**src/hdl/cau_pkg.sv**
```systemverilog
// Shared constants and types of the complex arithmetic unit.
package cau_pkg;

  localparam int unsigned CMD_W = 3;
  localparam int unsigned EXP_W = 8;

  localparam logic [CMD_W-1:0] CMD_ADD = 3'd0;
  localparam logic [CMD_W-1:0] CMD_SUB = 3'd1;
  localparam logic [CMD_W-1:0] CMD_MUL = 3'd2;
  localparam logic [CMD_W-1:0] CMD_DIV = 3'd3;
  localparam logic [CMD_W-1:0] CMD_POW = 3'd4;

  typedef enum logic [5:0] {
    S_IDLE = 6'b000001,
    S_MUL  = 6'b000010,
    S_FIN  = 6'b000100,
    S_DIV  = 6'b001000,
    S_DFIN = 6'b010000,
    S_DONE = 6'b100000
  } state_e;

endpackage

```
**src/hdl/cau_if.sv**
```systemverilog
// Valid/ready channel interfaces for the operand and result transfers.
interface cau_in_if #(
  parameter int unsigned DW = 16
);
  logic                               valid;
  logic                               ready;
  logic        [cau_pkg::CMD_W-1:0]   command;
  logic signed [DW-1:0]               a_re;
  logic signed [DW-1:0]               a_im;
  logic signed [DW-1:0]               b_re;
  logic signed [DW-1:0]               b_im;
  logic signed [cau_pkg::EXP_W-1:0]   exponent;

  modport source (output valid, command, a_re, a_im, b_re, b_im, exponent, input ready);
  modport sink   (input valid, command, a_re, a_im, b_re, b_im, exponent, output ready);
endinterface

interface cau_out_if #(
  parameter int unsigned DW = 16
);
  logic                 valid;
  logic                 ready;
  logic signed [DW-1:0] res_re;
  logic signed [DW-1:0] res_im;
  logic                 overflow;
  logic                 div_by_zero;

  modport source (output valid, res_re, res_im, overflow, div_by_zero, input ready);
  modport sink   (input valid, res_re, res_im, overflow, div_by_zero, output ready);
endinterface

```
**src/hdl/complex_arithmetic_unit.sv**
```systemverilog
// Complex-number ALU on signed fixed point with a shared multiplier and a serial divider.
//
// The block takes one command with two complex operands on in_i and returns one
// result on out_o; both channels transfer when valid and ready are high at a
// rising clock edge. in_i.ready is high only while the sequencer is idle, so one
// item is worked on at a time.
// Steps from the input transfer to out_o.valid, with no stall on the output:
//   add, subtract, undefined commands: the result is registered, then moved to the output register.
//   multiply: the partial products pass through the single signed multiplier, then
//   the scaling and saturation state runs, then the output register is loaded.
//   power: an exponent of zero or below goes straight to the output register; else
//   every step runs the complex multiply again through the same multiplier.
//   divide: after the products, the restoring divider retires one quotient bit
//   per cycle for the real part and then for the imaginary part, NW quotient bits
//   each, NW = 2*DATA_WIDTH+1+FRAC_BITS. A zero divisor ends after the products.
// A finished result sits in the output register; the next item is accepted as
// soon as the sequencer is idle again, even while that result waits. If the
// receiver stalls and a second result is finished, the sequencer holds it until
// the output register is free.
// Reset clears the sequencer and the output valid flag; no result is pending.
module complex_arithmetic_unit #(
  parameter int unsigned DATA_WIDTH = 16,
  parameter int unsigned FRAC_BITS  = 8
) (
  input  logic     clk_i,
  input  logic     rst_ni,
  cau_in_if.sink   in_i,
  cau_out_if.source out_o
);

  localparam int unsigned DW    = DATA_WIDTH;
  localparam int unsigned PW    = 2 * DW;          // product width
  localparam int unsigned ACC_W = PW + 1;          // sum of two products
  localparam int unsigned RW    = PW;              // divisor and remainder width
  localparam int unsigned NW    = ACC_W + FRAC_BITS; // dividend magnitude width
  localparam int unsigned SW    = NW + 1;          // common signed width before saturation
  localparam int unsigned CW    = $clog2(NW + 1);

  localparam logic signed [SW-1:0] MAXV = SW'((64'(1) << (DW - 1)) - 64'(1));
  localparam logic signed [SW-1:0] MINV = -MAXV - SW'(1);
  localparam logic signed [SW-1:0] ONEV = SW'(1) << FRAC_BITS;
  localparam logic [ACC_W-1:0]     BIAS = (ACC_W'(1) << FRAC_BITS) - ACC_W'(1);

  function automatic logic [DW-1:0] sat_f(input logic signed [SW-1:0] v);
    if (v > MAXV) begin
      return MAXV[DW-1:0];
    end else if (v < MINV) begin
      return MINV[DW-1:0];
    end
    return v[DW-1:0];
  endfunction

  function automatic logic ovf_f(input logic signed [SW-1:0] v);
    return (v > MAXV) || (v < MINV);
  endfunction

  // Truncating scale by 2^FRAC_BITS toward zero, widened for saturation.
  function automatic logic signed [SW-1:0] scale_f(input logic signed [ACC_W-1:0] v);
    logic signed [ACC_W-1:0] s;
    s = $signed(v + (v[ACC_W-1] ? BIAS : '0)) >>> FRAC_BITS;
    return {{(SW - ACC_W){s[ACC_W-1]}}, s};
  endfunction

  cau_pkg::state_e state_q, state_d;

  logic [cau_pkg::CMD_W-1:0] cmd_q, cmd_d;
  logic signed [DW-1:0]      xr_q, xr_d, xi_q, xi_d, yr_q, yr_d, yi_q, yi_d;
  logic [2:0]                ph_q, ph_d;
  logic [cau_pkg::EXP_W-2:0] pcnt_q, pcnt_d;
  logic signed [PW-1:0]      prod_q, prod_d;
  logic signed [ACC_W-1:0]   acc_re_q, acc_re_d, acc_im_q, acc_im_d;
  logic [RW-1:0]             m_q, m_d;
  logic [RW-1:0]             rem_q, rem_d;
  logic [NW-1:0]             dq_q, dq_d;
  logic [CW-1:0]             dcnt_q, dcnt_d;
  logic                      dneg_q, dneg_d, dsel_q, dsel_d;
  logic                      ovf_q, ovf_d, dz_q, dz_d;

  logic                      ov_q, ov_d;
  logic signed [DW-1:0]      ore_q, ore_d, oim_q, oim_d;
  logic                      oovf_q, oovf_d, odz_q, odz_d;

  logic signed [DW-1:0]      mop_a, mop_b;
  logic [2:0]                ph_j, ph_last;
  logic                      is_div, acc_sub;
  logic signed [ACC_W-1:0]   prod_ext, acc_add;
  logic signed [SW-1:0]      sum_re, sum_im, sc_re, sc_im, q_s;
  logic [RW:0]               div_t;
  logic                      div_ge;

  assign in_i.ready        = (state_q == cau_pkg::S_IDLE);
  assign out_o.valid       = ov_q;
  assign out_o.res_re      = ore_q;
  assign out_o.res_im      = oim_q;
  assign out_o.overflow    = oovf_q;
  assign out_o.div_by_zero = odz_q;

  assign is_div  = (cmd_q == cau_pkg::CMD_DIV);
  assign ph_last = is_div ? 3'd6 : 3'd4;
  assign ph_j    = ph_q - 3'd1;

  // One signed multiplier, fed in turn with the partial products.
  always_comb begin
    unique case (ph_q)
      3'd0:    begin mop_a = xr_q; mop_b = yr_q; end
      3'd1:    begin mop_a = xi_q; mop_b = yi_q; end
      3'd2:    begin mop_a = xr_q; mop_b = yi_q; end
      3'd3:    begin mop_a = xi_q; mop_b = yr_q; end
      3'd4:    begin mop_a = yr_q; mop_b = yr_q; end
      3'd5:    begin mop_a = yi_q; mop_b = yi_q; end
      default: begin mop_a = '0;   mop_b = '0;   end
    endcase
  end

  assign prod_ext = {prod_q[PW-1], prod_q};
  assign acc_sub  = is_div ? (ph_j == 3'd2) : (ph_j == 3'd1);
  assign acc_add  = acc_sub ? -prod_ext : prod_ext;

  assign sum_re = cmd_d == cau_pkg::CMD_SUB
                  ? SW'(in_i.a_re) - SW'(in_i.b_re) : SW'(in_i.a_re) + SW'(in_i.b_re);
  assign sum_im = cmd_d == cau_pkg::CMD_SUB
                  ? SW'(in_i.a_im) - SW'(in_i.b_im) : SW'(in_i.a_im) + SW'(in_i.b_im);
  assign sc_re  = scale_f(acc_re_q);
  assign sc_im  = scale_f(acc_im_q);

  assign div_t  = {rem_q, dq_q[NW-1]};
  assign div_ge = div_t >= {1'b0, m_q};
  assign q_s    = dneg_q ? -$signed({1'b0, dq_q}) : $signed({1'b0, dq_q});

  always_comb begin
    state_d  = state_q;
    cmd_d    = cmd_q;
    xr_d     = xr_q;
    xi_d     = xi_q;
    yr_d     = yr_q;
    yi_d     = yi_q;
    ph_d     = ph_q;
    pcnt_d   = pcnt_q;
    prod_d   = mop_a * mop_b;
    acc_re_d = acc_re_q;
    acc_im_d = acc_im_q;
    m_d      = m_q;
    rem_d    = rem_q;
    dq_d     = dq_q;
    dcnt_d   = dcnt_q;
    dneg_d   = dneg_q;
    dsel_d   = dsel_q;
    ovf_d    = ovf_q;
    dz_d     = dz_q;
    ov_d     = ov_q && !out_o.ready;
    ore_d    = ore_q;
    oim_d    = oim_q;
    oovf_d   = oovf_q;
    odz_d    = odz_q;

    unique case (state_q)
      cau_pkg::S_IDLE: begin
        cmd_d = in_i.command;
        if (in_i.valid) begin
          ph_d     = '0;
          acc_re_d = '0;
          acc_im_d = '0;
          m_d      = '0;
          dsel_d   = 1'b0;
          dz_d     = 1'b0;
          ovf_d    = 1'b0;
          xr_d     = '0;
          xi_d     = '0;
          yr_d     = in_i.b_re;
          yi_d     = in_i.b_im;
          state_d  = cau_pkg::S_DONE;
          priority if (cmd_d == cau_pkg::CMD_ADD || cmd_d == cau_pkg::CMD_SUB) begin
            xr_d  = sat_f(sum_re);
            xi_d  = sat_f(sum_im);
            ovf_d = ovf_f(sum_re) || ovf_f(sum_im);
          end else if (cmd_d == cau_pkg::CMD_MUL || cmd_d == cau_pkg::CMD_DIV) begin
            xr_d    = in_i.a_re;
            xi_d    = in_i.a_im;
            state_d = cau_pkg::S_MUL;
          end else if (cmd_d == cau_pkg::CMD_POW) begin
            xr_d   = sat_f(ONEV);
            ovf_d  = ovf_f(ONEV);
            yr_d   = in_i.a_re;
            yi_d   = in_i.a_im;
            pcnt_d = in_i.exponent[cau_pkg::EXP_W-2:0];
            if (!in_i.exponent[cau_pkg::EXP_W-1] && (in_i.exponent != '0)) begin
              state_d = cau_pkg::S_MUL;
            end
          end else begin
            xr_d = '0;
          end
        end
      end

      cau_pkg::S_MUL: begin
        ph_d = ph_q + 3'd1;
        if (ph_q != 3'd0) begin
          if (ph_j < 3'd2) begin
            acc_re_d = acc_re_q + acc_add;
          end else if (ph_j < 3'd4) begin
            acc_im_d = acc_im_q + acc_add;
          end else begin
            m_d = m_q + RW'(prod_q);
          end
        end
        if (ph_q == ph_last) begin
          ph_d = '0;
          if (!is_div) begin
            state_d = cau_pkg::S_FIN;
          end else if (m_d == '0) begin
            dz_d    = 1'b1;
            xr_d    = '0;
            xi_d    = '0;
            state_d = cau_pkg::S_DONE;
          end else begin
            state_d = cau_pkg::S_DIV;
            dneg_d  = acc_re_d[ACC_W-1];
            dq_d    = NW'(acc_re_d[ACC_W-1] ? -acc_re_d : acc_re_d) << FRAC_BITS;
            rem_d   = '0;
            dcnt_d  = CW'(NW);
          end
        end
      end

      cau_pkg::S_FIN: begin
        xr_d     = sat_f(sc_re);
        xi_d     = sat_f(sc_im);
        ovf_d    = ovf_q || ovf_f(sc_re) || ovf_f(sc_im);
        acc_re_d = '0;
        acc_im_d = '0;
        pcnt_d   = pcnt_q - 1'b1;
        if (cmd_q == cau_pkg::CMD_POW && pcnt_q != (cau_pkg::EXP_W-1)'(1)) begin
          state_d = cau_pkg::S_MUL;
        end else begin
          state_d = cau_pkg::S_DONE;
        end
      end

      cau_pkg::S_DIV: begin
        rem_d  = div_ge ? RW'(div_t - {1'b0, m_q}) : RW'(div_t);
        dq_d   = {dq_q[NW-2:0], div_ge};
        dcnt_d = dcnt_q - 1'b1;
        if (dcnt_q == CW'(1)) begin
          state_d = cau_pkg::S_DFIN;
        end
      end

      cau_pkg::S_DFIN: begin
        ovf_d = ovf_q || ovf_f(q_s);
        if (!dsel_q) begin
          xr_d    = sat_f(q_s);
          dsel_d  = 1'b1;
          dneg_d  = acc_im_q[ACC_W-1];
          dq_d    = NW'(acc_im_q[ACC_W-1] ? -acc_im_q : acc_im_q) << FRAC_BITS;
          rem_d   = '0;
          dcnt_d  = CW'(NW);
          state_d = cau_pkg::S_DIV;
        end else begin
          xi_d    = sat_f(q_s);
          state_d = cau_pkg::S_DONE;
        end
      end

      cau_pkg::S_DONE: begin
        if (!ov_q || out_o.ready) begin
          ov_d    = 1'b1;
          ore_d   = xr_q;
          oim_d   = xi_q;
          oovf_d  = ovf_q;
          odz_d   = dz_q;
          state_d = cau_pkg::S_IDLE;
        end
      end

      default: begin
        state_d = cau_pkg::S_IDLE;
      end
    endcase
  end

  always_ff @(posedge clk_i or negedge rst_ni) begin
    if (!rst_ni) begin
      state_q <= cau_pkg::S_IDLE;
      ov_q    <= 1'b0;
    end else begin
      state_q <= state_d;
      ov_q    <= ov_d;
    end
  end

  always_ff @(posedge clk_i) begin
    cmd_q    <= cmd_d;
    xr_q     <= xr_d;
    xi_q     <= xi_d;
    yr_q     <= yr_d;
    yi_q     <= yi_d;
    ph_q     <= ph_d;
    pcnt_q   <= pcnt_d;
    prod_q   <= prod_d;
    acc_re_q <= acc_re_d;
    acc_im_q <= acc_im_d;
    m_q      <= m_d;
    rem_q    <= rem_d;
    dq_q     <= dq_d;
    dcnt_q   <= dcnt_d;
    dneg_q   <= dneg_d;
    dsel_q   <= dsel_d;
    ovf_q    <= ovf_d;
    dz_q     <= dz_d;
    ore_q    <= ore_d;
    oim_q    <= oim_d;
    oovf_q   <= oovf_d;
    odz_q    <= odz_d;
  end

endmodule

```
**src/flat_wrapper.sv**
```systemverilog
// flat-port wrapper written by rule: the top's interface ports become plain ports
module complex_arithmetic_unit_flat 
#(
  parameter int unsigned DATA_WIDTH = 16,
  parameter int unsigned FRAC_BITS  = 8
)
  (clk_i, rst_ni, in_i_valid, in_i_command, in_i_a_re, in_i_a_im, in_i_b_re, in_i_b_im, in_i_exponent, in_i_ready, out_o_valid, out_o_res_re, out_o_res_im, out_o_overflow, out_o_div_by_zero, out_o_ready);
  cau_in_if in_i_i ();
  cau_out_if out_o_i ();
  input  logic clk_i;
  input  logic rst_ni;
  input wire logic [$bits(in_i_i.valid)-1:0] in_i_valid;
  input wire logic [$bits(in_i_i.command)-1:0] in_i_command;
  input wire logic [$bits(in_i_i.a_re)-1:0] in_i_a_re;
  input wire logic [$bits(in_i_i.a_im)-1:0] in_i_a_im;
  input wire logic [$bits(in_i_i.b_re)-1:0] in_i_b_re;
  input wire logic [$bits(in_i_i.b_im)-1:0] in_i_b_im;
  input wire logic [$bits(in_i_i.exponent)-1:0] in_i_exponent;
  output wire logic [$bits(in_i_i.ready)-1:0] in_i_ready;
  output wire logic [$bits(out_o_i.valid)-1:0] out_o_valid;
  output wire logic [$bits(out_o_i.res_re)-1:0] out_o_res_re;
  output wire logic [$bits(out_o_i.res_im)-1:0] out_o_res_im;
  output wire logic [$bits(out_o_i.overflow)-1:0] out_o_overflow;
  output wire logic [$bits(out_o_i.div_by_zero)-1:0] out_o_div_by_zero;
  input wire logic [$bits(out_o_i.ready)-1:0] out_o_ready;
  assign in_i_i.valid = in_i_valid;
  assign in_i_i.command = in_i_command;
  assign in_i_i.a_re = in_i_a_re;
  assign in_i_i.a_im = in_i_a_im;
  assign in_i_i.b_re = in_i_b_re;
  assign in_i_i.b_im = in_i_b_im;
  assign in_i_i.exponent = in_i_exponent;
  assign in_i_ready = in_i_i.ready;
  assign out_o_valid = out_o_i.valid;
  assign out_o_res_re = out_o_i.res_re;
  assign out_o_res_im = out_o_i.res_im;
  assign out_o_overflow = out_o_i.overflow;
  assign out_o_div_by_zero = out_o_i.div_by_zero;
  assign out_o_i.ready = out_o_ready;
  complex_arithmetic_unit #(.DATA_WIDTH(DATA_WIDTH), .FRAC_BITS(FRAC_BITS)) u_core (.clk_i(clk_i), .rst_ni(rst_ni), .in_i(in_i_i), .out_o(out_o_i));
endmodule
```
**config.mk**
```make
export PLATFORM = sky130hd
export DESIGN_NAME = complex_arithmetic_unit_flat
export DESIGN_NICKNAME = d
export VERILOG_FILES = /design/src/hdl/cau_pkg.sv /design/src/hdl/cau_if.sv /design/src/hdl/complex_arithmetic_unit.sv /design/src/flat_wrapper.sv
export SDC_FILE = /design/constraint.sdc
export NUM_CORES = 2
export LEC_CHECK = 0
export BUFFER_PORTS_ARGS = -buffer_cell sky130_fd_sc_hd__clkbuf_2
export CAP_MARGIN = 40
export CORE_AREA = 5 5 262 264
export DETAILED_ROUTE_END_ITERATION = 8
export DIE_AREA = 0 0 267 269
export PLACE_DENSITY = 0.83
export SLEW_MARGIN = 20
export SYNTH_ARGS = -nofsm -noshare
export SYNTH_HDL_FRONTEND = slang
export SYNTH_SLANG_ARGS = --single-unit
```
**constraint.sdc**
```tcl
create_clock -name clk_i -period 8.2 [get_ports clk_i]
set_input_delay 1.23 -clock clk_i [delete_from_list [all_inputs] [get_ports clk_i]]
set_output_delay 1.23 -clock clk_i [all_outputs]
set_load 0.01 [all_outputs]
```
==> flow_summary.json <==
{
  "outcome": "finished clean",
  "end_kind": "flip-flop",
  "synth-compound-area-share_pct": 19.0,
  "muxShareOfSynthArea_pct": 2.20,
  "setup_viol": 0,
  "post-route-util_pct": 62.7,
  "final_cell_area_um2": 41600,
  "async_reset_ff_share_pct": 2.11,
  "tritoncts": "yes",
  "yosys.area_share.simple_pct": 17.4,
  "antenna_found_initial": 2,
  "overflow": 0,
  "post_drt_wl_per_cell_um": 22.9,
  "synth_cell_types": 98,
  "skew_ps": 53.2,
  "drt_iter0_drc": 4251,
  "fin_crit_ps": 7920,
  "hold_path_class": "in2async",
  "crit_top_cell": "fa_1",
  "core_area_um2": 66300,
  "die_w_um": 267,
  "place_area_um2": 40100,
  "holdWs_ps": 462,
  "area_growth_pct": 8.10,
  "io_pins": 115,
  "clockRootBuffer": "clkbuf_16",
  "avgSynthCellArea_um2": 8.85,
  "critPathMaxFanout": 14,
  "routed_wl_mm": 121,
  "io_buffers": 114,
  "synth_seq_area_share_pct": 24.9,
  "firstDrtPassIters": 6,
  "path_clk_slew_ps": 60,
  "synth_cells": 4344,
  "synth_top_family_by_area": "adder cells",
  "drc": 0,
  "grt_first_pass_wirelength_mm": 185,
  "syn_nets": 4963,
  "synth_warnings": 0,
  "setup_ws_ps": 279,
  "insertion_delay_ps": 600,
  "slowest_stage": "fa_1",
  "nNetsFinal": 5014,
  "start_util_pct": 58.0,
  "die_y_um": 269,
  "dp_slack_ps": -33.8,
  "fp.dieArea_um2": 71800,
  "synth_area_leaders": "edfxtp_1 23%, fa_1 14%, ha_1 8.9%, inv_1 4.4%, nor2_1 4.3%",
  "slew_headroom_pct": 38.5,
  "synth_top_area_share_pct": 22.6,
  "cp_slowest_stage_delay_ps": 580,
  "clkSinkCount": 331,
  "rows": 95,
  "routed_via_density": 6.48,
  "grt_max_degree": 73,
  "yosys.area.top_type": "edfxtp_1",
  "grt_usage_pct": 32.6,
  "finalHoldViolCount": 0,
  "maxCapViolCount": 0,
  "clock.fmax_ghz": 0.126,
  "crit_arrival_ps": 8350,
  "crit_required_ps": 8630,
  "ys_seq_elements": 331,
  "grt_pass1_vias": 32422,
  "place.gp.congestion": 1.02,
  "layout_worst_path_cycle_share_pct": 96.6,
  "slew_violations": 0,
  "vias": 34347,
  "worst_setup_path_start_kind": "flip-flop",
  "ant_nets": 0,
  "mostFrequentLayoutCells": "455 x inv_1, 432 x nor2_1, 334 x nand2_1",
  "worst_pin_slew_ps": 899,
  "numCtsBuffers": 40,
  "critPathTopFamily": "adder cells",
  "ctsHtreeMaxLevel": 2,
  "drive_gt1_share_pct": 8.77,
  "syn-cell-area_um2": 38400,
  "synth_top_flop_cell": "edfxtp_1",
  "synthXorXnorAreaFrac_pct": 7.27,
  "synth-adder-area-share_pct": 22.8,
  "dp_hpwl_mm": 95.3,
  "cts_buffer_depth": 3,
  "final_common_cell": "inv_1",
  "crit_type": "reg2reg",
  "cp_num_buf_inv": 6,
  "synth_edf_count": 289,
  "fill_cells": 5563
}
synth_stat cells (23+ instances only):
master,count
inv_1,455
nor2_1,436
nand2_1,334
edfxtp_1,289
ha_1,272
fa_1,268
a21oi_1,245
o21ai_0,183
xnor2_1,180
clkbuf_1,149
xor2_1,139
nand3_1,89
nor3_1,89
a21o_1,82
or3_1,60
o21a_1,49
and2_1,48
mux2i_1,46
o31ai_1,46
a31oi_1,39
a22oi_1,38
a2bb2oi_1,38
nand2b_1,38
nor4_1,37
dfxtp_1,35
nor2b_1,34
a22o_1,32
and3_1,32
a211oi_1,31
mux2_2,31
nand4_1,30
o41ai_1,30
buf_1,27
or4_1,27
or2_2,24
o21bai_1,23
metal layers:
layer  routed length [um]  up-vias  share of wire, %  track usage (%)
met2                53100     1950                44             50.1
met4                 6850        2               5.7             14.4
met5                   22        -             0.018                0
met1                48000    16435                40             44.7
met3                13200      390                11             7.46
li1                     -    15570                 -                -
cells by family (layout without fill, tap and decap cells):
kind of cell,Yosys count,in the layout
muxes,79,79
adders and majority gates,540,540
other,0,2
buffers and inverters,644,725
AOI/OAI and AO/OA,1062,1062
xor gates and xnor gates,319,319
DFF,331,331
and+or+nand+nor,1369,1369
sequential cells by signal, summed over array words and instances (netlist names), 6 cells and up:
register,cells
u_core.acc_im_q,33
u_core.acc_re_q,33
u_core.dcnt_q,6
u_core.dq_q,41
u_core.m_q,32
u_core.out_o.res_im,16
u_core.out_o.res_re,16
u_core.pcnt_q,7
u_core.prod_q,32
u_core.rem_q,32
u_core.state_q,6
u_core.xi_q,16
u_core.xr_q,16
u_core.yi_q,16
u_core.yr_q,16
area by class of cell:
cell class / instances / area (um2) / area share [%]
inverters: 455 / 1710 / 4.11
flip-flops and latches: 331 / 9560 / 23.0
repair buffers: 198 / 1310 / 3.16
multi-input cells: 3369 / 26600 / 64.0
clock buffers: 47 / 1060 / 2.54
clock inverters: 25 / 250 / 0.602
well taps: 873 / 1090 / 2.63
diodes: 2 / 5.00 / 0.0120
final timing paths:
check,start,endpoint,slack (ps),cells after the start
min in group clk_i,u_core.dz_q,u_core.out_o.div_by_zero,460,0
worst min-delay path,rst_ni,u_core.out_o.valid,460,1
worst max register to register,u_core.ph_q[0],u_core.prod_q[31],280,29
max in group asynchronous,rst_ni,u_core.state_q[0],7480,1
worst max-delay path,u_core.ph_q[0],u_core.prod_q[31],280,29
worst min register to register,u_core.dz_q,u_core.out_o.div_by_zero,460,0
worst register-to-register path: cells and delay by family, from the launching register on:
kind            cells  cell delay [ps]
buf+inv             6              740
compound gates     11             2300
xor+xnor            1              130
flops               1              460
simple gates        2              260
fa+ha+maj           9             3900
stage by stage:
stage                     std cells  TNS, ps
after floorplan                4344        0
after global routing           5298    -20.3
after detailed placement       5221    -33.8
final                          5300        0
after global placement         5214        0
after CTS                      5293        0
timing repair:
action / in CTS / in global routing
resized for setup: 3 / 17
pin swaps: 0 / 1
hold buffers: 0 / 0
buffers inserted: 0 / 3
endpoints found under the setup margin: 3 / 5
Power is not shown: default switching activity piles up to over one toggle a cycle in this logic, so the estimate is an artifact.
